===== src/hw/rtl/ird_pkg.sv =====
// Shared types, constants and pointer helpers for the input restricted deque.
package ird_pkg;

  localparam int unsigned DEPTH      = 16;
  localparam int unsigned DATA_WIDTH = 32;
  localparam int unsigned PTR_W      = $clog2(DEPTH);
  localparam int unsigned CNT_W      = $clog2(DEPTH + 1);
  localparam int unsigned KIND_W     = 3;
  localparam int unsigned STATUS_W   = 2;

  typedef logic [PTR_W-1:0] ptr_t;
  typedef logic [CNT_W-1:0] cnt_t;

  typedef enum logic [KIND_W-1:0] {
    KIND_PUSH     = 3'd0,
    KIND_POP_NEW  = 3'd1,
    KIND_POP_OLD  = 3'd2,
    KIND_PEEK_NEW = 3'd3,
    KIND_PEEK_OLD = 3'd4
  } kind_e;

  typedef enum logic [STATUS_W-1:0] {
    STAT_OK    = 2'd0,
    STAT_EMPTY = 2'd1,
    STAT_FULL  = 2'd2
  } status_e;

  // Commands from the controller to the datapath.
  typedef struct packed {
    logic exec;     // Request accepted: update pointers and access the RAM.
    logic capture;  // RAM read data is valid: load the result register.
  } cmd_t;

  function automatic ptr_t ptr_inc(ptr_t p);
    ptr_t r;
    if (p == PTR_W'(DEPTH - 1)) begin
      r = '0;
    end else begin
      r = p + PTR_W'(1);
    end
    return r;
  endfunction

  function automatic ptr_t ptr_dec(ptr_t p);
    ptr_t r;
    if (p == '0) begin
      r = PTR_W'(DEPTH - 1);
    end else begin
      r = p - PTR_W'(1);
    end
    return r;
  endfunction

endpackage


===== src/hw/rtl/ird_ram.sv =====
// Generic single-port-write, single-port-read RAM with a registered read.
module ird_ram #(
  parameter int unsigned WIDTH = 32,
  parameter int unsigned DEPTH = 16
) (
  input  logic                     clk_i,
  input  logic                     we_i,
  input  logic [$clog2(DEPTH)-1:0] waddr_i,
  input  logic [WIDTH-1:0]         wdata_i,
  input  logic                     re_i,
  input  logic [$clog2(DEPTH)-1:0] raddr_i,
  output logic [WIDTH-1:0]         rdata_o
);

  logic [WIDTH-1:0] mem_q [DEPTH];
  logic [WIDTH-1:0] rdata_q;

  always_ff @(posedge clk_i) begin
    if (we_i) begin
      mem_q[waddr_i] <= wdata_i;
    end
    if (re_i) begin
      rdata_q <= mem_q[raddr_i];
    end
  end

  assign rdata_o = rdata_q;

endmodule


===== src/hw/rtl/ird_ctrl.sv =====
// Request sequencing state machine for the input restricted deque.
module ird_ctrl (
  input  logic          clk_i,
  input  logic          rst_ni,
  input  logic          in_valid_i,
  output logic          in_ready_o,
  output logic          out_valid_o,
  input  logic          out_ready_i,
  output ird_pkg::cmd_t cmd_o
);
  import ird_pkg::*;

  typedef enum logic [2:0] {
    ST_IDLE = 3'b001,
    ST_CAPT = 3'b010,
    ST_OUT  = 3'b100
  } state_e;

  state_e state_q, state_d;

  always_comb begin
    state_d = state_q;
    unique case (state_q)
      ST_IDLE: begin
        if (in_valid_i) begin
          state_d = ST_CAPT;
        end
      end
      ST_CAPT: begin
        state_d = ST_OUT;
      end
      ST_OUT: begin
        if (out_ready_i) begin
          state_d = ST_IDLE;
        end
      end
      default: begin
        state_d = ST_IDLE;
      end
    endcase
  end

  always_ff @(posedge clk_i or negedge rst_ni) begin
    if (!rst_ni) begin
      state_q <= ST_IDLE;
    end else begin
      state_q <= state_d;
    end
  end

  assign in_ready_o    = (state_q == ST_IDLE);
  assign out_valid_o   = (state_q == ST_OUT);
  assign cmd_o.exec    = (state_q == ST_IDLE) && in_valid_i;
  assign cmd_o.capture = (state_q == ST_CAPT);

endmodule


===== src/hw/rtl/ird_dp.sv =====
// Datapath of the input restricted deque: pointers, count, entry RAM and result register.
module ird_dp (
  input  logic                                   clk_i,
  input  logic                                   rst_ni,
  input  ird_pkg::cmd_t                          cmd_i,
  input  logic [ird_pkg::KIND_W-1:0]             kind_i,
  input  logic signed [ird_pkg::DATA_WIDTH-1:0]  value_i,
  output logic signed [ird_pkg::DATA_WIDTH-1:0]  data_o,
  output logic [ird_pkg::STATUS_W-1:0]           status_o,
  output logic [ird_pkg::CNT_W-1:0]              fill_o
);
  import ird_pkg::*;

  ptr_t    newest_q, newest_d;
  ptr_t    oldest_q, oldest_d;
  cnt_t    cnt_q, cnt_d;
  status_e status_q, status_d;
  logic    rd_q, rd_d;
  logic signed [DATA_WIDTH-1:0] data_q;

  logic    empty, full;
  logic    ram_we, ram_re;
  ptr_t    ram_raddr;
  ptr_t    new_slot;
  logic [DATA_WIDTH-1:0] ram_rdata;

  assign empty    = (cnt_q == '0);
  assign full     = (cnt_q == CNT_W'(DEPTH));
  assign new_slot = ptr_dec(newest_q);

  always_comb begin
    newest_d  = newest_q;
    oldest_d  = oldest_q;
    cnt_d     = cnt_q;
    status_d  = status_q;
    rd_d      = rd_q;
    ram_we    = 1'b0;
    ram_re    = 1'b0;
    ram_raddr = oldest_q;
    if (cmd_i.exec) begin
      status_d = STAT_OK;
      rd_d     = 1'b0;
      unique case (kind_i)
        KIND_PUSH: begin
          if (full) begin
            status_d = STAT_FULL;
          end else begin
            ram_we   = 1'b1;
            newest_d = ptr_inc(newest_q);
            cnt_d    = cnt_q + CNT_W'(1);
          end
        end
        KIND_POP_NEW, KIND_PEEK_NEW: begin
          if (empty) begin
            status_d = STAT_EMPTY;
          end else begin
            ram_re    = 1'b1;
            rd_d      = 1'b1;
            ram_raddr = new_slot;
            if (kind_i == KIND_POP_NEW) begin
              newest_d = new_slot;
              cnt_d    = cnt_q - CNT_W'(1);
              // When the last entry leaves, both ends meet again.
              if (cnt_q == CNT_W'(1)) begin
                oldest_d = new_slot;
              end
            end
          end
        end
        KIND_POP_OLD, KIND_PEEK_OLD: begin
          if (empty) begin
            status_d = STAT_EMPTY;
          end else begin
            ram_re    = 1'b1;
            rd_d      = 1'b1;
            ram_raddr = oldest_q;
            if (kind_i == KIND_POP_OLD) begin
              oldest_d = ptr_inc(oldest_q);
              cnt_d    = cnt_q - CNT_W'(1);
              if (cnt_q == CNT_W'(1)) begin
                newest_d = ptr_inc(oldest_q);
              end
            end
          end
        end
        default: begin
          // Unused request kinds leave the store untouched.
        end
      endcase
    end
  end

  always_ff @(posedge clk_i or negedge rst_ni) begin
    if (!rst_ni) begin
      newest_q <= '0;
      oldest_q <= '0;
      cnt_q    <= '0;
      status_q <= STAT_OK;
      rd_q     <= 1'b0;
    end else begin
      newest_q <= newest_d;
      oldest_q <= oldest_d;
      cnt_q    <= cnt_d;
      status_q <= status_d;
      rd_q     <= rd_d;
    end
  end

  always_ff @(posedge clk_i) begin
    if (cmd_i.capture) begin
      data_q <= rd_q ? $signed(ram_rdata) : '0;
    end
  end

  ird_ram #(
    .WIDTH (DATA_WIDTH),
    .DEPTH (DEPTH)
  ) u_entry_ram (
    .clk_i   (clk_i),
    .we_i    (ram_we),
    .waddr_i (newest_q),
    .wdata_i (value_i),
    .re_i    (ram_re),
    .raddr_i (ram_raddr),
    .rdata_o (ram_rdata)
  );

  assign data_o   = data_q;
  assign status_o = status_q;
  assign fill_o   = cnt_q;

endmodule


===== src/hw/rtl/input_restricted_deque_unit.sv =====
// Top level of the input restricted deque: controller and datapath.
//
// A 16-entry store of signed 32-bit values that takes values at one end and
// returns them from either end, so it serves as a stack (newest entry) or a
// queue (oldest entry). Each request is a push, a pop or a peek, and each
// request yields exactly one result with the data, a status (ok, empty, or
// full with the push refused) and the fill after the request. Requests are
// handled one at a time: a request is accepted while the pointers and count
// update and the entry RAM is accessed, the registered RAM read is captured
// in the next cycle, and the result is then presented and held until it is
// taken. A new request is accepted only after the last result has been
// taken; this follows from the registered read port of the entry RAM and
// from holding the result until it is taken. The store needs no clearing
// after reset; an entry is only read once it has been written.
module input_restricted_deque_unit (
  input  logic                                   clk_i,
  input  logic                                   rst_ni,
  input  logic                                   in_valid_i,
  output logic                                   in_ready_o,
  input  logic [ird_pkg::KIND_W-1:0]             kind_i,
  input  logic signed [ird_pkg::DATA_WIDTH-1:0]  value_i,
  output logic                                   out_valid_o,
  input  logic                                   out_ready_i,
  output logic signed [ird_pkg::DATA_WIDTH-1:0]  data_o,
  output logic [ird_pkg::STATUS_W-1:0]           status_o,
  output logic [ird_pkg::CNT_W-1:0]              fill_o
);
  import ird_pkg::*;

  cmd_t cmd;

  ird_ctrl u_ctrl (
    .clk_i       (clk_i),
    .rst_ni      (rst_ni),
    .in_valid_i  (in_valid_i),
    .in_ready_o  (in_ready_o),
    .out_valid_o (out_valid_o),
    .out_ready_i (out_ready_i),
    .cmd_o       (cmd)
  );

  ird_dp u_dp (
    .clk_i    (clk_i),
    .rst_ni   (rst_ni),
    .cmd_i    (cmd),
    .kind_i   (kind_i),
    .value_i  (value_i),
    .data_o   (data_o),
    .status_o (status_o),
    .fill_o   (fill_o)
  );

endmodule


===== config.mk =====
export PLATFORM = sky130hd
export DESIGN_NAME = input_restricted_deque_unit
export DESIGN_NICKNAME = d
export VERILOG_FILES = /design/src/hw/rtl/ird_pkg.sv /design/src/hw/rtl/ird_ram.sv /design/src/hw/rtl/ird_ctrl.sv /design/src/hw/rtl/ird_dp.sv /design/src/hw/rtl/input_restricted_deque_unit.sv
export SDC_FILE = /design/constraint.sdc
export NUM_CORES = 1
export LEC_CHECK = 0
export ABC_CLOCK_PERIOD_IN_PS = 12900
export BUFFER_PORTS_ARGS = -buffer_cell sky130_fd_sc_hd__buf_4
export CAP_MARGIN = 20
export CORE_MARGIN = 10
export CORE_UTILIZATION = 25
export CTS_CLUSTER_SIZE = 28
export DETAILED_ROUTE_END_ITERATION = 16
export GPL_TIMING_DRIVEN = 0
export HOLD_SLACK_MARGIN = 0.06
export SLEW_MARGIN = 20
export SYNTH_ARGS = -nofsm -noshare
export SYNTH_HDL_FRONTEND = slang
export SYNTH_HIERARCHICAL = 1
export SYNTH_SLANG_ARGS = --single-unit
export TNS_END_PERCENT = 100

===== constraint.sdc =====
create_clock -name clk_i -period 12.9 [get_ports clk_i]
set_input_delay 1.29 -clock clk_i [delete_from_list [all_inputs] [get_ports clk_i]]
set_output_delay 1.29 -clock clk_i [all_outputs]
set_load 0.01 [all_outputs]

* After elaboration in Yosys (flattened, before gate mapping)
Memories as Yosys holds them, arrays and structs flattened. A register that Yosys moved wholly into a read port is not among the register bits.
Index checks and enable logic that the tools add are counted.
W data, S select, Z words.
** Cells by class
- Add/subtract/negate cells :: 5
- Eq/ne operators :: 20
- Muxes and demuxes :: 39
- Reductions and logical operators :: 13
** Operators by type and width (count)
- $mux W4 :: 17
- $mux W5 :: 5
- $pmux W5 S3 :: 1
- $reduce_and A7 Y1 :: 2
- $pmux W4 S3 :: 1
- $ne A2 B1 Y1 const B :: 5
- $eq A3 B2 Y1 const B :: 3
- $mux W1 :: 9
- $pmux W3 S3 :: 1
- $add A4 B1 Y4 const B :: 2
- $eq A4 B4 Y1 const B :: 2
- $ne A2 B2 Y1 const B :: 4
- $pmux W4 S2 :: 1
- $reduce_and A8 Y1 :: 1
- $eq A3 B1 Y1 const B :: 2
- $eq A3 B3 Y1 const B :: 2
- $mux W3 :: 2
- $add A5 B1 Y5 const B :: 1
- $eq A5 B1 Y1 const B :: 1
- $eq A5 B5 Y1 const B :: 1
- $logic_not A5 Y1 :: 1
- $sub A5 B1 Y5 const B :: 1
- $logic_not A4 Y1 :: 1
- $pmux W2 S2 :: 1
- 9 further kinds :: 10
** Word-level totals
- Flip-flop bits (word level) :: 51
- Bits in writable memories :: 512
- Memories :: 1
** Memory list
- u_dp.u_entry_ram.mem_q :: depth 16, width 32, rd ports 1, clocked after memory_dff 1, write ports 1, RTL line ird_ram.sv:15 : logic [WIDTH-1:0] mem_q [DEPTH];

* Logic depth before layout (Yosys ltp)
Gate-level depths: netlist (run 1).
- Word-level depth :: 6
- Depth in mapped cells :: 11
- Mapped depth without buffers :: 9

* Cells and area by module
Netlist (run 1), hierarchy kept.
** By module, submodules not included
- ird_ram :: times used 1, cells each 838, area an instance 20155.6 um2, seq. area each 16335.7 um2
- ird_dp :: times used 1, cells each 222, area an instance 2541.2 um2, seq. area each 1361.3 um2
- ird_ctrl :: times used 1, cells each 12, area an instance 156.4 um2, seq. area each 76.3 um2

* Worst setup path before layout (run 1)
OpenSTA, ideal clock, no wires.
- Kind :: input -> register
- Start :: input port kind_i[1] (netlist bit)
- End :: memory u_dp.u_entry_ram.mem_q[0][0], enable pin
- Library setup time :: 0.461 ns
- Data arrival time :: 4.671 ns
- Data required time :: 12.439 ns
- Slack :: 7.768 ns
- Stages :: 6
- Buffers on the path :: 1
- Path through :: buf_4 nor3_1 nand2_1 nor2b_1 or3b_2 nor3_1
** On the way
- Word-level cells in the longest chain between the ends :: 5
** Ends and longest elaborated chain
- start: declaration :: RTL line input_restricted_deque_unit.sv:20 : input logic [ird_pkg::KIND_W-1:0] kind_i,
- $logic_not A3 Y1 :: RTL line ird_dp.sv:43 : unique case (kind_i)
- $mux W1 :: RTL line ird_dp.sv:43
- $mux W1 :: RTL line ird_dp.sv:40 : if (cmd_i.exec) begin
- net u_dp.ram_we :: RTL line ird_dp.sv:22 : logic ram_we, ram_re;
- $mux W1 :: RTL line ird_ram.sv:19 : if (we_i) begin
- $mux W1 (not written as such) :: RTL line ird_ram.sv:20 : mem_q[waddr_i] <= wdata_i;
- end: declaration :: RTL line ird_ram.sv:15
The timed path passes the listed nets, and every way through them passes these cells.

* Worst setup path after layout (run 1)
- Start :: input port kind_i[0] (netlist bit)
- End :: register u_dp.u_entry_ram.rdata_q[14] (netlist: u_dp/u_entry_ram/rdata_o[14]) (read register of u_dp.u_entry_ram.mem_q), data pin
** On the way
- Word-level cells in the longest chain between the ends :: 4
** Ends and longest elaborated chain
- $eq A3 B2 Y1 / $eq A3 B1 Y1 (equally long branches) :: RTL line ird_dp.sv:43
- $reduce_or A2 Y1 (*) :: RTL line ird_dp.sv:43
- $mux W4 (*)
- $mux W4 (*) :: RTL line ird_dp.sv:40
- net u_dp.ram_raddr[1] :: RTL line ird_dp.sv:23 : ptr_t ram_raddr;
- end: declaration :: RTL line ird_ram.sv:16 : logic [WIDTH-1:0] rdata_q;
Mark *: on every way through the listed nets, which the timed path passes. The rest lies on a longest branch.
A chain may end at the register's enable or synchronous reset.

==> results of run 1 <==
==> sequential cells by signal, summed over array words and instances, names as in the netlist <==
name / cells
u_dp/u_entry_ram/rdata_o: 32
u_dp/data_o: 32
u_dp/u_entry_ram/mem_q: 512
u_dp/fill_o: 5
u_dp/rd_q: 1
u_dp/oldest_q: 4
u_dp/status_o: 2
u_dp/newest_q: 4
u_ctrl/state_q: 3
==> metrics by stage <==
| stage | total power, mW | cell area [sq um] |
|---|---|---|
| 2_1_floorplan | 3.35 | 22900 |
| 3_3_place_gp | 3.83 | 24900 |
| 3_5_place_dp | 3.87 | 25500 |
| 4_1_cts | 5.52 | 27300 |
| 5_1_grt | 5.70 | 27300 |
| 6_report | 5.44 | 27300 |
==> worst max-delay path, delay by kind of cell <==
| family | cells | cell delay (ns) |
|---|---|---|
| compound gates | 2 | 0.74 |
| simple gates | 3 | 0.68 |
| buf+inv | 3 | 1.20 |
| mux | 1 | 0.42 |
==> layout by cell type, fill, tap and decap left out, types with 8 or more instances in the layout <==
| cell type | n |
|---|---|
| nor2_4 | 12 |
| buf_4 | 106 |
| and2_1 | 33 |
| clkbuf_1 | 36 |
| buf_12 | 9 |
| edfxtp_1 | 576 |
| inv_1 | 10 |
| dfrtp_1 | 18 |
| buf_2 | 8 |
| clkbuf_16 | 58 |
| clkinv_2 | 8 |
| mux4_2 | 128 |
| clkinv_1 | 13 |
| o21ai_0 | 10 |
| nand2_1 | 47 |
| buf_1 | 10 |
| nor2_1 | 10 |
| a21oi_1 | 10 |
| a22oi_1 | 65 |
==> kinds of logic after synthesis <==
family / Yosys count / share of synthesized area
adder cells (fa/ha/maj): 7 / 0.00383
AND/OR/NAND/NOR: 146 / 0.0335
buffers and inverters: 65 / 0.0142
XOR/XNOR: 12 / 0.00460
multiplexers: 137 / 0.130
flip-flops: 595 / 0.778
AO/OA/AOI/OAI: 110 / 0.0358
==> routing by layer <==
metal  share of wire  wire (um)
met1            0.43      22500
met3           0.062       3260
met5         0.00064         34
met4           0.017        908
met2            0.49      26100
==> report_power, final <==
group / leakage [nW] / switching, mW / internal, mW / total [mW]
Clock: 0.889 / 0.702 / 0.933 / 1.63
Combinational: 2.31 / 0.832 / 0.653 / 1.49
Sequential: 5.43 / 0.0666 / 2.25 / 2.32
==> final timing paths <==
kind / from / endpoint / slack [ns] / cells past startpoint
worst max register to register: u_dp/fill_o[0] / u_dp/u_entry_ram/rdata_o[14] / 8.97 / 10
worst max-delay path: kind_i[0] / u_dp/u_entry_ram/rdata_o[14] / 8.90 / 9
max in group asynchronous: rst_ni / u_ctrl/state_q[0] / 12.06 / 1
worst min-delay path: u_dp/status_o[0] / u_dp/status_o[0] / 0.51 / 2
worst min register to register: u_dp/status_o[0] / u_dp/status_o[0] / 0.51 / 2
min in group asynchronous: rst_ni / u_dp/fill_o[4] / 0.55 / 1
==> final cells by class <==
cell class	count	area, sq um
diodes	1	2.50
plain buffers	55	288
clock buffers	74	1520
clock inverters	30	315
fillers	8636	63100
inverters	10	37.5
multi-input cells	412	4870
flip-flops and latches	595	17800
well taps	1176	1470
repair buffers	109	1020
==> Yosys cell counts, drive strengths merged, types with 10 or more instances <==
master    n
a21oi    10
a22oi    65
and2     33
buf      34
clkbuf   21
dfrtp    18
edfxtp  576
inv      10
mux4    128
nand2    47
nor2     23
nor3     10
o21ai    10
==> results_dict.tcl, run 1 <==
set metrics [dict create \
    status "finished clean" \
    period_share 0.310 \
    syn_area_per_cell_sq_um 21.3 \
    via_count 11118 \
    post_drt_wl_per_cell_um 21.4 \
    final_cells 2462 \
    cts.root.buffer_cell "clkbuf_16" \
    synth_top_cells_by_area "edfxtp_1, mux4_2, a22oi_1" \
    viasPerCell 4.52 \
    rsz0062_at_grt "no" \
    cp.required_ns 13.25 \
    dp_slack_ns 8.24 \
    routed_wl_um 52700 \
    dr.pass1.iters 5 \
    grt_max_degree 33 \
    crit_type "input pin to register" \
    start_util 0.253 \
    h-tree-depth 2 \
    yosysTopAreaCell "edfxtp_1" \
    core_area_sq_mm 0.0904 \
    synth_edf_count 576 \
    num-nets-final 1286 \
    worst_slack_ns 8.90 \
    grt_overflow 0 \
    yosysUniqueCellTypes 57 \
    first_global_vias 11593 \
    yosysSeqAreaShare 0.778 \
    antenna_found_initial 4 \
    dpl.hpwl_um 35100 \
    period_needed_ns 4.00 \
    critPathCaptureType "register" \
    die_w_um 322 \
    synth-main-ff-cell "edfxtp_1" \
    cts-resized-gates 0 \
    holdBufCountCts 0 \
    grt.busiest_layer "met2" \
    tritoncts "built" \
    clock_sinks 595 \
    pin_count 80 \
    cts_setup_buffers 0 \
    drtIter0Drc 1055 \
    grt_pass1_wl_um 77800 \
    setup_viol 0 \
    use_met3 0.0239 \
    use_met1 0.130 \
    synth.net_count 1118 \
    relSlewSlack 0.400 \
    fin_worst_skew_ns 0.0268 \
    maxCapViolations 0 \
    drcViolationCount 0 \
    ys_seq_elements 595 \
    syn_inst 1072 \
    worst_pin_slew_ns 0.901 \
    p_leak_nw 8.63 \
    post-route-util 0.302 \
    critPathMaxFanout 10 \
    placed_cells 2357 \
    hp-class "register to register" \
    fp-row-count 110 \
    track_usage 0.0999 \
    port_buffers 77 \
    max_freq_mhz 250 \
    use_met2 0.166 \
    clk_latency_ns 0.63 \
    clk_pin_slew_ns 0.06 \
    gp_congestion 0.743 \
    cts_buffers 57 \
    max-vdd-ir-drop_mv 0.118 \
    maxSlewViolCount 0 \
    critPathMaxStageDelay_ns 0.71 \
    cp-start-kind "input pin" \
    synth.top_cell.area_share 0.757 \
    setup_tns_ns 0 \
    crit_chain "buf_6, nor2b_1, nand3_1, o21ai_0, buf_2, buf_1, mux4_2, a22oi_1, nand2_1" \
    p_per_area_mw_per_mm2 199 \
    hold_viol_final 0 \
    drive_gt1_frac 0.287 \
    synth-async-reset-ratio 0.0319 \
    worstPathArrival_ns 4.34 \
    die-area_sq_mm 0.104 \
    cpMaxStageDelayCell "buf_1" \
    fp.dieH_um 322 \
    area_delta_synth_final_pct 19.4 \
    detail-route-antenna-nets 0 \
    holdWs_ns 0.509 \
    synth_warnings 6 \
    cts_buffer_depth 3 \
    syn_area_sq_mm 0.0229 \
]
No activity file was read; power rests on OpenSTA's default activity.
==> run 2, diff against run 1 <==
--- a/config.mk
+++ b/config.mk
@@ -5,7 +5,7 @@
 export SDC_FILE = /design/constraint.sdc
 export NUM_CORES = 1
 export LEC_CHECK = 0
-export ABC_CLOCK_PERIOD_IN_PS = 12900
+export ABC_CLOCK_PERIOD_IN_PS = 3400
 export BUFFER_PORTS_ARGS = -buffer_cell sky130_fd_sc_hd__buf_4
 export CAP_MARGIN = 20
 export CORE_MARGIN = 10
==> constraint.sdc (replaced) <==
create_clock -name clk_i -period 3.4 [get_ports clk_i]
set_input_delay 0.34 -clock clk_i [delete_from_list [all_inputs] [get_ports clk_i]]
set_output_delay 0.34 -clock clk_i [all_outputs]
set_load 0.01 [all_outputs]
==> results_dict.tcl, run 2 (synthesis results as in run 1) <==
set metrics [dict create \
    status "finished clean" \
    worst_slack_ns 0.165 \
    clk_latency_ns 0.63 \
    maxCapViolations 0 \
    cts.root.buffer_cell "clkbuf_16" \
    maxSlewViolCount 0 \
    largest_reg_flops 512 \
    fp-row-count 110 \
    clock_sinks 595 \
    wl_met1_um 21800 \
    antenna_found_initial 10 \
    hp-class "input pin to register" \
    critPathCaptureType "register" \
    die_w_um 322 \
    grt_max_degree 33 \
    final_area_sq_mm 0.0278 \
    top_register "u_dp/u_entry_ram/mem_q" \
    drcViolationCount 0 \
    core_area_sq_mm 0.0904 \
    p_leak_nw 8.88 \
    layout_commonest_cell "edfxtp_1" \
    track_usage 0.0992 \
    clk_pin_slew_ns 0.07 \
    crit_path_start "u_dp/newest_q[0]" \
    h-tree-depth 2 \
    rsz0062_at_grt "no" \
    grt_overflow 0 \
    routed_wl_um 52400 \
    cp.required_ns 3.75 \
    viasPerCell 4.48 \
    worst_pin_slew_ns 0.792 \
    grt_pass1_wl_um 77300 \
    cts_buffer_depth 3 \
    period_needed_ns 3.24 \
    first_global_vias 11609 \
    setup_viol 0 \
    area_delta_synth_final_pct 21.8 \
    top_layer "met5" \
    cts_buffers 58 \
    max-vdd-ir-drop_mv 0.409 \
    detail-route-antenna-nets 0 \
    wl_met3_um 2920 \
    num-nets-final 1314 \
    post-route-util 0.308 \
    hp-start "kind_i[0]" \
    placedInstanceArea_sq_mm 0.0255 \
    reg2reg_from "u_dp/newest_q[0]" \
    fin_worst_skew_ns 0.0236 \
    port_buffers 77 \
    pin_count 80 \
    dp_slack_ns -0.609 \
    post_drt_wl_per_cell_um 21.0 \
    final_cell_mix "edfxtp_1, mux4_2, buf_4" \
    dr.pass1.iters 5 \
    cts_setup_buffers 0 \
    start_util 0.253 \
    via_count 11173 \
    holdWs_ns 0.0974 \
    p_per_area_mw_per_mm2 750 \
    die-area_sq_mm 0.104 \
    gp_congestion 0.756 \
    tritoncts "built" \
    critPathMaxFanout 15 \
    fp.dieH_um 322 \
    worstPathArrival_ns 3.58 \
    relSlewSlack 0.470 \
    cp-start-kind "register" \
    dr_wl_met2_um 26500 \
    dpl.hpwl_um 34900 \
    max_freq_mhz 309 \
    crit_type "register to register" \
    period_share 0.952 \
    drtIter0Drc 953 \
    hold_viol_final 0 \
    drive_gt1_frac 0.305 \
]
[run 2: changes by cell type in the layout (fill, tap and decap cells not counted), sizes merged]
cell	previous run	this run
buf	143	135
bufinv	5	4
clkbuf	95	88
clkinv	24	27
clkinvlp	1	3
diode	1	6
dlygate4sd3	0	35
inv	10	11
[run 2: critical path, cell delays in order (launching register included)]
cell and delay, ns:
dfrtp_4 0.59, inv_1 0.11, ha_1 0.21, inv_1 0.09, o31ai_2 0.28, mux2_4 0.26
buf_6 0.22, buf_6 0.22, mux4_2 0.52, a22oi_1 0.30, nand2_1 0.17
[run 2: path summary, 6_finish.rpt]
kind	end	slack (ns)	depth (start not counted)
max in group asynchronous	u_ctrl/state_q[0]	2.97	2
min	u_dp/status_o[1]	0.1	4
max reg2reg	u_dp/u_entry_ram/rdata_o[22]	0.16	10
max	u_dp/u_entry_ram/rdata_o[22]	0.16	10
min reg2reg	u_dp/data_o[7]	0.52	1
min in group asynchronous	u_dp/fill_o[1]	0.14	2
[run 2: power breakdown]
| group | switching [mW] | total [mW] | internal, mW |
|---|---|---|---|
| Combinational | 3.25 | 5.88 | 2.63 |
| Clock | 2.69 | 6.17 | 3.48 |
| Sequential | 0.262 | 8.81 | 8.55 |
[run 2: routing by layer]
metal | GRT usage | vias up
li1 | - | 4854
met3 | 0.0190 | 77
met1 | 0.126 | 5957
met4 | 0.0282 | 2
met5 | 0 | -
met2 | 0.171 | 283
[run 2: cell type report]
| type | count | area (sq um) |
|---|---|---|
| diodes | 6 | 15.0 |
| plain buffers | 55 | 383 |
| clock buffers | 67 | 1510 |
| clock inverters | 35 | 318 |
| fillers | 8577 | 62600 |
| inverters | 10 | 37.5 |
| multi-input cells | 412 | 4910 |
| flip-flops and latches | 595 | 17800 |
| well taps | 1176 | 1470 |
| repair buffers | 136 | 1410 |
[run 2: what timing repair did]
action	4_1_cts	5_1_grt
hold buffers	35	0
endpoints found under the setup margin	32	32
pin swaps	0	0
resized for setup	37	20
hold endpoints to repair	533	0
[run 2: metrics by stage]
step / TNS (ns) / cells / power, mW
finish: 0 / 2492 / 20.9
floorplan: -3.73 / 1072 / 12.7
global placement: -777.74 / 2325 / 14.6
global route: 0 / 2489 / 21.8
CTS: -0.00473 / 2486 / 21.1
detailed placement: -16.65 / 2349 / 14.7
==> run 3, diff against run 2 <==
--- a/config.mk
+++ b/config.mk
@@ -8,6 +8,7 @@
 export ABC_CLOCK_PERIOD_IN_PS = 3400
 export BUFFER_PORTS_ARGS = -buffer_cell sky130_fd_sc_hd__buf_4
 export CAP_MARGIN = 20
+export CORE_ASPECT_RATIO = 0.9
 export CORE_MARGIN = 10
 export CORE_UTILIZATION = 25
 export CTS_CLUSTER_SIZE = 28
==> results_dict.tcl, run 3 (synthesis results as in run 1) <==
set metrics [dict create \
    status "finished clean" \
    p_int_mw 14.7 \
    tritoncts "built" \
    r2r_end "u_dp/u_entry_ram/rdata_o[27]" \
    track_usage 0.101 \
    worstPathArrival_ns 3.64 \
    max_freq_mhz 301 \
    first_global_vias 11759 \
    area_delta_synth_final_pct 22.3 \
    critPathMaxStageDelay_ns 0.46 \
    post_drt_wl_per_cell_um 20.9 \
    power_frac_comb 0.277 \
    top_register "u_dp/u_entry_ram/mem_q" \
    cts_buffer_depth 3 \
    clkPwrFrac 0.303 \
    cts.root.buffer_cell "clkbuf_16" \
    grt_overflow 0 \
    fin_worst_skew_ns 0.0197 \
    reg2reg_depth 10 \
    sequentialPowerShare 0.420 \
    drive_gt1_frac 0.300 \
    cpMaxStageDelayCell "dfrtp_1" \
    dp_slack_ns -0.502 \
    via_count 11292 \
    setup_viol 0 \
    r2r_slack_ns 0.08 \
    final_cell_mix "edfxtp_1, mux4_2, buf_4" \
    largest_reg_flops 512 \
    die-area_sq_mm 0.104 \
    period_needed_ns 3.32 \
    cts_buffers 61 \
    final_cells 2555 \
    seq_area_sq_mm 0.0178 \
    hp-class "input pin to async pin" \
    period_share 0.977 \
    worst_pin_slew_ns 0.817 \
    grt_max_degree 34 \
    p_sw_mw 6.27 \
    multiInputGateArea_sq_mm 0.00491 \
    holdWs_ns 0.157 \
    fp.dieH_um 307 \
    drtIter0Drc 971 \
    rsz0062_at_grt "yes" \
    start_util 0.251 \
    reg2reg_from "u_dp/fill_o[0]" \
    fillerInstances 8784 \
    dpl.hpwl_um 35100 \
    switching_share 0.299 \
    worst_slack_ns 0.0785 \
    hold_viol_final 0 \
    crit_chain "inv_1, ha_1, nand2_1, nand3_2, o21ai_1, buf_2, buf_2, mux4_2, a22oi_1, nand2_1" \
    relSlewSlack 0.454 \
    drcViolationCount 0 \
    dr.pass1.iters 5 \
    post-route-util 0.307 \
    maxCapViolations 0 \
    fp-row-count 105 \
    h-tree-depth 2 \
    cp-start-kind "register" \
    layout_commonest_cell "edfxtp_1" \
    p_per_area_mw_per_mm2 751 \
    clk_latency_ns 0.63 \
    max-vdd-ir-drop_mv 0.433 \
    core_area_sq_mm 0.0909 \
    routed_wl_um 53500 \
    clock_sinks 595 \
    crit_type "register to register" \
    antenna_cells 0 \
    gp_congestion 0.731 \
    grt_pass1_wl_um 79100 \
    placed_cells 2403 \
    critPathCaptureType "register" \
    critPathMaxFanout 10 \
    cp.required_ns 3.72 \
    viasPerCell 4.42 \
    clk_pin_slew_ns 0.06 \
    maxSlewViolCount 0 \
    port_buffers 77 \
    final_area_sq_mm 0.0280 \
    detail-route-antenna-nets 0 \
    die_w_um 339 \
    antenna_found_initial 3 \
    pin_count 80 \
    num-nets-final 1320 \
    p_leak_nw 8.88 \
    placedInstanceArea_sq_mm 0.0256 \
]
[run 3: per-layer routing]
metal  up-vias  global-route usage  part of all wire
li1       4876                   -                 -
met1      6038               0.139              0.44
met2       304               0.163              0.48
met3        70              0.0183             0.057
met4         4              0.0242             0.016
met5         -                   0           0.00047
[run 3: critical path, delay by kind of cell (launching register included)]
kind	cells	cell delay [ns]
muxes	1	0.36
AOI/OAI and AO/OA	2	0.48
buffers and inverters	3	0.84
adders and majority gates	1	0.29
and+or+nand+nor	3	0.58
DFF	1	0.46
[run 3: worst max-delay path by stage]
stage                startpoint                            end  slack [ns]  depth (start not counted)
3_3_place_gp          kind_i[1]  u_dp/u_entry_ram/mem_q[1][24]       -1.91                          7
3_5_place_dp   u_dp/newest_q[0]   u_dp/u_entry_ram/rdata_o[27]       -0.50                          8
6_report         u_dp/fill_o[0]   u_dp/u_entry_ram/rdata_o[27]        0.08                         10
2_1_floorplan    u_dp/fill_o[0]   u_dp/u_entry_ram/mem_q[1][0]       -0.04                          6
4_1_cts          u_dp/fill_o[0]   u_dp/u_entry_ram/rdata_o[14]        0.01                         10
5_1_grt        u_dp/newest_q[0]   u_dp/u_entry_ram/rdata_o[27]       -0.03                          9
[run 3: stage by stage]
| stage | setup TNS, ns | power, mW |
|---|---|---|
| after detailed placement | -12.37 | 14.7 |
| after floorplan | -3.73 | 12.7 |
| after global placement | -783.70 | 14.6 |
| after global routing | -0.0315 | 22.0 |
| final | 0 | 21.0 |
| after CTS | 0 | 21.2 |
[run 3: what timing repair did]
action | CTS | global route
cloned | 0 | 0
resized for setup | 35 | 15
pin swaps | 1 | 0
buffers inserted | 1 | 0
endpoints found under the setup margin | 43 | 32
endpoints found under the hold margin | 535 | 0
hold buffers | 37 | 0
[run 3: final cells by class]
cell class	count	area share
Multi-Input combinational cell	412	0.176
Inverter	10	0.00134
Tap cell	1230	0.0551
Buffer	55	0.0129
Sequential cell	595	0.636
Clock buffer	75	0.0572
Clock inverter	39	0.0115
Timing Repair Buffer	139	0.0504
[run 3: power groups by stage]
stage	clock network (mW)	logic, mW	registers, mW
6_report	6.37	5.81	8.82
5_1_grt	6.83	6.29	8.86
4_1_cts	6.54	5.90	8.82
3_5_place_dp	0	5.76	8.96
3_3_place_gp	0	5.62	8.94
2_1_floorplan	0	3.82	8.91
